$ cat src/sv/pplc_pkg.sv
// shared widths, constants and types for the perspective point projection
package pplc_pkg;

  localparam int COORD_W = 32;             // q16.16 word
  localparam int COEF_REG_W = 64;          // two q16.16 coefficients per register
  localparam int SIZE_W = 14;              // screen size in pixels
  localparam int NUM_COEF_REGS = 6;
  localparam int NUM_REGS = 8;
  localparam int REG_IDX_W = 3;
  localparam int PROD_FULL_W = 2 * COORD_W;  // exact q32.32 product
  localparam int FRAC_W = 16;
  localparam int ROW_W = 49;               // signed row sum, always fits
  localparam int MAG_W = ROW_W - 1;        // magnitude of a row sum
  localparam int HALF_SHIFT = 15;          // times 32768
  localparam int PROD_W = MAG_W + SIZE_W;  // magnitude times screen size
  localparam int Q_W = 33;                 // quotient bits kept before clamp
  localparam int LOW_W = Q_W - HALF_SHIFT; // product bits fed into the divider steps
  localparam int DIV_LAT = Q_W + 1;
  localparam int SUM_W = Q_W + 4;

  localparam logic signed [ROW_W-1:0] DEPTH_MIN = ROW_W'(66);
  localparam logic [SIZE_W-1:0] WIDTH_RESET = SIZE_W'(1920);
  localparam logic [SIZE_W-1:0] HEIGHT_RESET = SIZE_W'(1080);

  // configuration register indexes
  localparam logic [REG_IDX_W-1:0] REG_HORIZ_LO = 3'd0;
  localparam logic [REG_IDX_W-1:0] REG_HORIZ_HI = 3'd1;
  localparam logic [REG_IDX_W-1:0] REG_VERT_LO = 3'd2;
  localparam logic [REG_IDX_W-1:0] REG_VERT_HI = 3'd3;
  localparam logic [REG_IDX_W-1:0] REG_DEPTH_LO = 3'd4;
  localparam logic [REG_IDX_W-1:0] REG_DEPTH_HI = 3'd5;
  localparam logic [REG_IDX_W-1:0] REG_WIDTH = 3'd6;
  localparam logic [REG_IDX_W-1:0] REG_HEIGHT = 3'd7;

  typedef logic [NUM_COEF_REGS-1:0][COEF_REG_W-1:0] coef_regs_t;

  typedef struct packed {
    logic signed [ROW_W-1:0] h;
    logic signed [ROW_W-1:0] v;
    logic signed [ROW_W-1:0] d;
  } sums_t;

  typedef struct packed {
    logic signed [COORD_W-1:0] sx;
    logic signed [COORD_W-1:0] sy;
    logic vis;
  } res_t;

endpackage

$ cat src/sv/pplc_skid.sv
// output register with one skid entry
module pplc_skid import pplc_pkg::*; (
  input  logic clk,
  input  logic rst,
  input  logic res_valid,
  input  res_t res,
  output logic en,
  output logic out_valid,
  input  logic out_stall,
  output res_t out_res
);

  logic skid_valid;
  res_t skid;
  logic take;

  assign take = out_valid && !out_stall;
  assign en = !skid_valid;

  always_ff @(posedge clk) begin
    if (rst) begin
      out_valid <= 1'b0;
      skid_valid <= 1'b0;
    end else if (!skid_valid) begin
      if (res_valid) begin
        if (!out_valid || take) begin
          out_res <= res;
          out_valid <= 1'b1;
        end else begin
          skid <= res;
          skid_valid <= 1'b1;
        end
      end else if (take) begin
        out_valid <= 1'b0;
      end
    end else if (take) begin
      out_res <= skid;
      skid_valid <= 1'b0;
    end
  end

endmodule

$ cat config.mk
export PLATFORM = sky130hd
export DESIGN_NAME = pplc_skid
export DESIGN_NICKNAME = d
export VERILOG_FILES = /design/src/sv/pplc_pkg.sv /design/src/sv/pplc_skid.sv
export SDC_FILE = /design/constraint.sdc
export NUM_CORES = 1
export LEC_CHECK = 0
export ABC_CLOCK_PERIOD_IN_PS = 6600
export BUFFER_PORTS_ARGS = -buffer_cell sky130_fd_sc_hd__clkbuf_2
export CORE_ASPECT_RATIO = 0.75
export CORE_MARGIN = 1
export CORE_UTILIZATION = 54
export CTS_BUF_LIST = sky130_fd_sc_hd__clkbuf_4
export CTS_CLUSTER_DIAMETER = 200
export CTS_CLUSTER_SIZE = 10
export DETAILED_ROUTE_END_ITERATION = 6
export GPL_ROUTABILITY_DRIVEN = 0
export GPL_TIMING_DRIVEN = 1
export PLACE_DENSITY_LB_ADDON = 0.08
export SLEW_MARGIN = 40
export SYNTH_ARGS = -nofsm -noshare
export SYNTH_HDL_FRONTEND = slang
export SYNTH_SLANG_ARGS = --single-unit
$ cat constraint.sdc
create_clock -name clk -period 6.6 [get_ports clk]
set_input_delay 0.33 -clock clk [delete_from_list [all_inputs] [get_ports clk]]
set_output_delay 0.33 -clock clk [all_outputs]
set_load 0.01 [all_outputs]
* Word level (Yosys, flattened, before mapping)
Index checks and enable logic that the tools add are counted.
Operators by class: bitwise logic cells 3, reductions and logical operators 11, multiplexer cells 11, eq/ne operators 2
Operators by type and width (count):
- $mux 65 | 4
- $reduce_and 4->1 | 2
- $mux 1 | 7
- $reduce_bool 2->1 | 3
- $ne 2x1->1 const B | 2
- $logic_not 1->1 | 3
- $not 1->1 | 3
- $reduce_and 3->1 | 1
- $logic_and 1x1->1 | 1
- $logic_or 1x1->1 | 1
Word-level totals: flip-flop bits (word level) 132, logic and storage cells 35, output and inout port bits 67

* Logic depth before layout (Yosys ltp)
Gate-level depths: netlist of run 1.
word-level depth 6, mapped depth 4

* Least setup slack after synthesis of run 1
No wires, ideal clock.
kind flip-flop to flip-flop, start point register skid_valid, end point register skid[0] in the netlist's numbering, enable pin, setup time 0.569 ns, stages on the path, launching flop included 5, path slack 0.896 ns, data arrival time 5.135 ns, period minus slack after synthesis 5.704 ns, path through dfxtp_1 -> buf_6 -> buf_8 -> nand2b_4 -> nor3_1
Between the ends: cells in the longest elaborated chain, start to end 2
RTL lines:
- from (decl) | RTL line pplc_skid.sv:13 | logic skid_valid;
- from (signal assigned) | RTL line pplc_skid.sv:23 | skid_valid <= 1'b0;
- from (signal assigned) | RTL line pplc_skid.sv:31 | skid_valid <= 1'b1;
- from (signal assigned) | RTL line pplc_skid.sv:38 | skid_valid <= 1'b0;
- $not 1->1 (no source line)
- $reduce_and 4->1 (no source line)
- to (signal assigned) | RTL line pplc_skid.sv:30 | skid <= res;
- to (decl) | RTL line pplc_skid.sv:14 | res_t skid;
No other way between the ends. A chain may end at the register's enable or synchronous reset.

* Worst setup path after layout of run 1
start point register skid_valid, end point register out_res[28] in the netlist's numbering, enable pin
Between the ends: cells in the longest elaborated chain, start to end 2
RTL lines:
- $ne 2x1->1 (no source line) or $reduce_bool 2->1 (tied branches)
- $reduce_and 4->1 (no source line) *
- to (signal assigned) | RTL line pplc_skid.sv:27 | out_res <= res;
- to (signal assigned) | RTL line pplc_skid.sv:37 | out_res <= skid;
- to (decl) | RTL line pplc_skid.sv:10 | output res_t out_res
Every way passes the cells marked *; elsewhere a longest branch is shown, timed or not.

==> summary.txt, run 1 <==
Pwr
  • Total power: about 0.0017 W
  • Clock power share: 0.341
  • Sw power: approximately 0.00036 W
  • Maximum vdd ir drop: 0.181 mV
  • Sw Ratio: 0.211
  • PD cells: 259 mW/mm2
  • Leak: between 2 and 2.5 nW
  • Pint: approximately 0.0013 W
  • Sequential share of power: 0.567
  • Combinational share of power: 0.091

Worst setup path
  • Crit path max fanout: between 60 and 70
  • Top delay family on crit path: buffers and inverters
  • CP max-delay cell: buf_6
  • CP cell instances: buf_4, nand2_1, a221oi_4, buf_6
  • Buf/Inv on CP: 2
  • Setup Crit Path Kind: reg2reg
  • CP arrival: approximately 2.2 ns
  • RR Startpoint: skid_valid$_SDFF_PP0_
  • Crit path from: skid_valid$_SDFF_PP0_
  • CP peak stage delay: approximately 0.52 ns
  • CP required: around 6.7 ns
  • CP endpoint kind: flip-flop
  • Crit start category: flip-flop

Logic synthesis
  • Mapped Area: 0.00486 mm2
  • Synth Instances: 216
  • Async SR Flop Fraction: 0
  • Cell variety after synth: 14
  • Top FF cell, synth: edfxtp_1
  • Flops & latches, synth: 132
  • Commonest cells post-synth: 130 x edfxtp_1, 65 x mux2_2, 6 x clkbuf_8
  • Sequential-to-total area share from yosys stat: 0.812
  • Synthesized area per cell: 22.5 um2
  • Ys Warns: 0
  • Proportion of netlist area held by the largest area contributor: 0.804
  • Count leader, synth: edfxtp_1
  • Number of flops mapped to enable cells by yosys: 130
  • Syn Nets: about 290
  • Area leader, netlist: edfxtp_1
  • Largest cells by area after synthesis: edfxtp_1 80%, mux2_2 15%, clkbuf_8 1.7%, dfxtp_1 0.82%, a221oi_2 0.31%

Finish
  • Share of cells above drive strength 1: 0.529
  • Layout area overhead: 35.6%
  • ANT cells: 0
  • Layout Nets: 500
  • Fin area: about 0.0066 mm2
  • Fillers: ~500

Die
  • I/O pins: around 140
  • Die Y: around 84 um
  • Initial Util: 0.565
  • Core Box Area: 0.00860 mm2
  • Die Width: between 100 and 150 um
  • Row cnt: 29
  • Die area: roughly 0.0094 mm2

Clock network
  • Worst-case clock buffer depth: 2
  • Worst-path clk slew: roughly 0.1 ns
  • Clk root buf: clkbuf_4
  • Worst-Skew Late Latency: ~0.51 ns
  • Htree depth: 4
  • Post-cts gate resize count: 0
  • Number of CTS-inserted buffers: 17
  • Clk sinks: ~130
  • CTS tree: done

Route
  • Final ANT Viol Nets: 0
  • Total vias in the final route: 2738
  • Vias per cell: about 5.0
  • Pre-antenna DRT Iters: 7
  • # DRC: 8
  • Avg WL per Cell: between 15 and 20 um
  • Final WL: around 9.3 mm
  • Detailed Route Iter0 Violations: roughly 170

Timing
  • Period Utilization, post-route: 0.310
  • Pins Over Slew Limit: 0
  • Worst Skew: 0.0106 ns
  • Setup violators final: 0
  • RSZ-0062 raised after global routing: false
  • F_max: just under 0.5 GHz
  • TNS Setup: 0 ns
  • Worst slew pin tran: 0.637 ns
  • Post-layout minimum cycle time: around 2 ns
  • Slew margin rel.: 0.575
  • Fin. Hold Viols: 0

Global routing
  • Total track usage: 0.207
  • First-pass GRT wire length: between 10 and 15 mm
  • Antenna violations before repair: 0
  • Vias in the first global route: between 2000 and 3000
  • Grt total ovfl: 0
  • Largest net degree at the start of global routing: between 60 and 70

Placed design
  • IO Port Bufs: 135
  • Post-DP Area: 0.00562 mm2
  • Hpwl dp: a little over 5 mm

Hold path
  • Worst min-delay path startpoint: rst
  • Hold Path Class: in2reg

Run status
  • Status: finished with violations
  • Violated checks: DRC

Run
  • Max_cap viols: 0
-- sequential cells by signal, indices dropped and copies added (netlist names) --
register / flops
out_valid: 1
skid: 65
skid_valid: 1
out_res: 65
-- layout make-up --
type | count | area [um2] | share of cell area
Sequential cell | 132 | 3950 | 0.599
Timing Repair Buffer | 204 | 1380 | 0.209
Multi-Input combinational cell | 75 | 816 | 0.124
Clock inverter | 13 | 164 | 0.0249
Clock buffer | 19 | 143 | 0.0217
Tap cell | 108 | 135 | 0.0205
Inverter | 1 | 3.75 | 0.000570
-- power by group through the flow --
stage,Combinational (W),Clock [W],Sequential [W]
4_1_cts,0.000156,0.000595,0.000966
3_5_place_dp,0.000124,0,0.000984
5_1_grt,0.000167,0.000629,0.000968
3_3_place_gp,0.000120,0,0.000984
2_1_floorplan,0.0000573,0,0.000997
6_report,0.000155,0.000581,0.000965
-- layer usage --
metal  GRT usage  part of all wire  vias to the layer above
li1            -                 -                     1304
met1       0.257              0.43                     1321
met2       0.328              0.49                       96
met3      0.0784             0.056                       17
met4      0.0921             0.020                        0
met5           0                 0                        -
-- logic make-up after synthesis --
kind of cell / after synthesis / share of synthesized area
DFF: 132 / 0.812
and+or+nand+nor: 6 / 0.00773
muxes: 65 / 0.151
AOI/OAI and AO/OA: 4 / 0.00618
buffers and inverters: 9 / 0.0232
-- through the flow --
stage | hold WS, ns | worst slack (ns) | util | instances
finish | 0.0750 | 4.55 | 0.765 | 552
global route | 0.0401 | 4.46 | 0.765 | 552
CTS | 0.0248 | 4.38 | 0.765 | 552
detailed placement | 0.524 | 4.39 | 0.653 | 455
global placement | 0.524 | 4.00 | 0.651 | 454
floorplan | 0.399 | 0.896 | - | 216
-- cell usage in the layout, fill, tap and decap left out --
cell type        n
o21ai_0          1
clkinv_1         5
a221oi_4         1
nor3_1           1
nand2b_4         1
clkinv_2         2
bufinv_16        4
clkbuf_2       135
nand2_1          2
buf_12           1
buf_6            2
nor3_2           1
dfxtp_2          1
dfxtp_1          1
mux2_2          65
buf_4            1
inv_1            1
nor2b_1          1
a21oi_1          2
edfxtp_1       130
dlygate4sd3_1   65
clkbuf_4        19
clkinvlp_4       2
-- path summary, 6_finish.rpt --
kind	end	slack [ns]	cells past startpoint
setup reg to reg	out_res[28]$_DFFE_PP_	4.55	4
setup / recovery	out_res[28]$_DFFE_PP_	4.55	4
hold / removal	out_valid$_SDFFE_PP0P_	0.08	2
hold reg to reg	out_res[10]$_DFFE_PP_	0.55	1
-- what timing repair did --
| item | 4_1_cts | 5_1_grt |
|---|---|---|
| buffers inserted | 0 | 0 |
| endpoints found under the hold margin | 65 | 0 |
| hold buffers | 65 | 0 |
| endpoints found under the setup margin | 0 | 0 |
Power figures use the tool's default switching activity.
==> run 2, diff against run 1 <==
--- a/config.mk
+++ b/config.mk
@@ -5,11 +5,11 @@
 export SDC_FILE = /design/constraint.sdc
 export NUM_CORES = 1
 export LEC_CHECK = 0
-export ABC_CLOCK_PERIOD_IN_PS = 6600
+export ABC_CLOCK_PERIOD_IN_PS = 1700
 export BUFFER_PORTS_ARGS = -buffer_cell sky130_fd_sc_hd__clkbuf_2
 export CORE_ASPECT_RATIO = 0.75
 export CORE_MARGIN = 1
-export CORE_UTILIZATION = 54
+export CORE_UTILIZATION = 48
 export CTS_BUF_LIST = sky130_fd_sc_hd__clkbuf_4
 export CTS_CLUSTER_DIAMETER = 200
 export CTS_CLUSTER_SIZE = 10
==> constraint.sdc (replaced) <==
create_clock -name clk -period 1.7 [get_ports clk]
set_input_delay 0.085 -clock clk [delete_from_list [all_inputs] [get_ports clk]]
set_output_delay 0.085 -clock clk [all_outputs]
set_load 0.01 [all_outputs]
==> run 2 against run 1 <==
The run now ends clean. Flip-flop and latch count is the same. Clock skew is essentially flat. Register-to-register slack lost 4.4 ns. Worst hold slack gained 0.24 ns. Sequential power grew to 3.9 times the previous value. Cell count grew 5.3%. Critical endpoint is now skid_valid$_SDFF_PP0_. Core utilization shrank 8.6 points. Critical path depth is the same. Wire length shrank 1.8%. Highest routed layer unchanged.
==> summary.txt, run 2 (synthesis gave the netlist of run 1 again) <==
Global routing
  • Largest net degree at the start of global routing: 40
  • Grt total ovfl: 0
  • First-pass GRT wire length: around 14 mm
  • Total track usage: 0.182
  • Vias in the first global route: 2734
  • Antenna violations before repair: 0

Worst setup path
  • CP required: approximately 2.1 ns
  • R2R depth: 4
  • CP endpoint kind: flip-flop
  • RR Startpoint: skid_valid$_SDFF_PP0_
  • Crit path from: skid_valid$_SDFF_PP0_
  • Setup Crit Path Kind: reg2reg
  • End of the critical path: skid_valid$_SDFF_PP0_
  • Reg-to-Reg End: skid_valid$_SDFF_PP0_
  • Crit path max fanout: 29
  • Crit start category: flip-flop
  • CP arrival: about 2 ns
  • R2R setup slack: 0.14 ns

Clock network
  • Worst-path clk slew: around 0.1 ns
  • Htree depth: 4
  • Worst-Skew Late Latency: 0.49 ns
  • CTS tree: done
  • Clk root buf: clkbuf_4
  • Number of CTS-inserted buffers: 17
  • Clk sinks: 132
  • Worst-case clock buffer depth: 2
  • Post-CTS Setup Inserts: 0

Route
  • Vias per cell: approximately 4.8
  • Detailed Route Iter0 Violations: ~160
  • Total vias in the final route: 2800
  • # DRC: 0
  • Final WL: around 9.1 mm
  • Avg WL per Cell: roughly 16 um
  • Pre-antenna DRT Iters: 4
  • Final ANT Viol Nets: 0

Die
  • Core Box Area: roughly 0.01 mm2
  • Die Width: between 100 and 150 um
  • I/O pins: between 100 and 150
  • Initial Util: 0.499
  • Die Y: between 80 and 90 um
  • Row cnt: 31
  • Die area: roughly 0.011 mm2

Placed design
  • Hpwl dp: approximately 5.6 mm
  • Post-DP Area: 0.00571 mm2
  • IO Port Bufs: between 100 and 150

Timing
  • Post-layout minimum cycle time: roughly 1.6 ns
  • Worst slew pin tran: ~0.33 ns
  • Pins Over Slew Limit: 0
  • Worst Skew: between 0.01 and 0.015 ns
  • Slew margin rel.: 0.781
  • F_max: around 0.64 GHz
  • Period Utilization, post-route: 0.918
  • Setup violators final: 0
  • Fin. Hold Viols: 0
  • RSZ-0062 raised after global routing: false

Hold path
  • Hold Path Class: in2reg
  • Hold Path Depth: 2

Pwr
  • Clock power share: 0.269
  • Sw power: around 0.0013 W
  • Total power: 0.00597 W
  • PD cells: 903 mW/mm2
  • Combinational share of power: 0.104
  • Pint: about 0.0047 W
  • Leak: 2.51 nW
  • Sequential share of power: 0.628
  • Maximum vdd ir drop: between 0.5 and 0.6 mV
  • Sw Ratio: 0.220

Finish
  • Fin area: roughly 0.0066 mm2
  • Layout area overhead: 36.2%
  • Layout Nets: a little over 500
  • Biggest regs: out_res x65, skid x65
  • ANT cells: 0
  • Share of cells above drive strength 1: 0.532
  • Commonest non-fill, non-tap cell in the layout: clkbuf_2
  • Commonest cells after routing, fill and taps aside: 135 x clkbuf_2, 130 x edfxtp_1, 69 x dlygate4sd3_1

Run status
  • Status: complete, no violations

Run
  • Max_cap viols: 0
-- run 2: cell count changes in the layout (fill, tap and decap cells not counted), sizes merged --
cell         change
bufinv           -4
clkbuf           +3
clkinvlp         -2
clkinv           +2
dlygate4sd3      +4
buf              +2
-- run 2: per-layer routing --
metal / GRT usage / vias to the layer above / routed length, um
met5: 0 / - / 0
met4: 0.0571 / 0 / 88
met3: 0.0746 / 8 / 587
met2: 0.279 / 99 / 4290
met1: 0.240 / 1385 / 4130
li1: - / 1308 / -
-- run 2: worst min path at each step --
stage               startpoint                      to  slack [ns]
global route            res[1]       skid[1]$_DFFE_PP_        0.27
CTS                    res[63]      skid[63]$_DFFE_PP_        0.26
detailed placement     res[33]      skid[33]$_DFFE_PP_        0.28
floorplan                  rst  out_valid$_SDFFE_PP0P_        0.15
finish                 res[63]      skid[63]$_DFFE_PP_        0.32
global placement       res[48]      skid[48]$_DFFE_PP_        0.28
-- run 2: power by group through the flow --
stage          Combinational, W  Clock (W)  Sequential, W
5_1_grt                0.000670    0.00181        0.00376
2_1_floorplan          0.000231          0        0.00387
3_5_place_dp           0.000495          0        0.00382
4_1_cts                0.000623    0.00167        0.00375
6_report               0.000619    0.00160        0.00375
3_3_place_gp           0.000486          0        0.00382
-- run 2: layout make-up --
type                    count  area (um2)
multi-input cells          75         830
repair buffers            211        1470
inverters                   1        3.75
clock inverters             9        41.3
flip-flops and latches    132        3950
well taps                 132         165
fillers                   687        3120
clock buffers              21         158
-- run 2: critical path: stages (launching register included) --
cell           delay (ns)
dfxtp_2              0.40
buf_6                0.31
a21oi_1              0.07
nor3_1               0.16
dlygate4sd3_1        0.57
-- run 2: metrics by stage --
stage / setup slack (ns) / std cells / util / hold slack, ns / TNS, ns
global route: 0.0125 / 581 / 0.679 / 0.267 / 0
detailed placement: 0.101 / 482 / 0.586 / 0.279 / 0
finish: 0.139 / 581 / 0.679 / 0.317 / 0
CTS: 0.0428 / 581 / 0.678 / 0.256 / 0
global placement: 0.128 / 482 / 0.586 / 0.278 / 0
floorplan: -1.13 / 216 / - / 0.154 / -141.01
-- run 2: repair_timing --
| item | in CTS | in global routing |
|---|---|---|
| resized for setup | 1 | 3 |
| hold endpoints to repair | 132 | 0 |
| gates cloned | 0 | 0 |
| endpoints found under the setup margin | 1 | 5 |
| hold buffers | 69 | 0 |
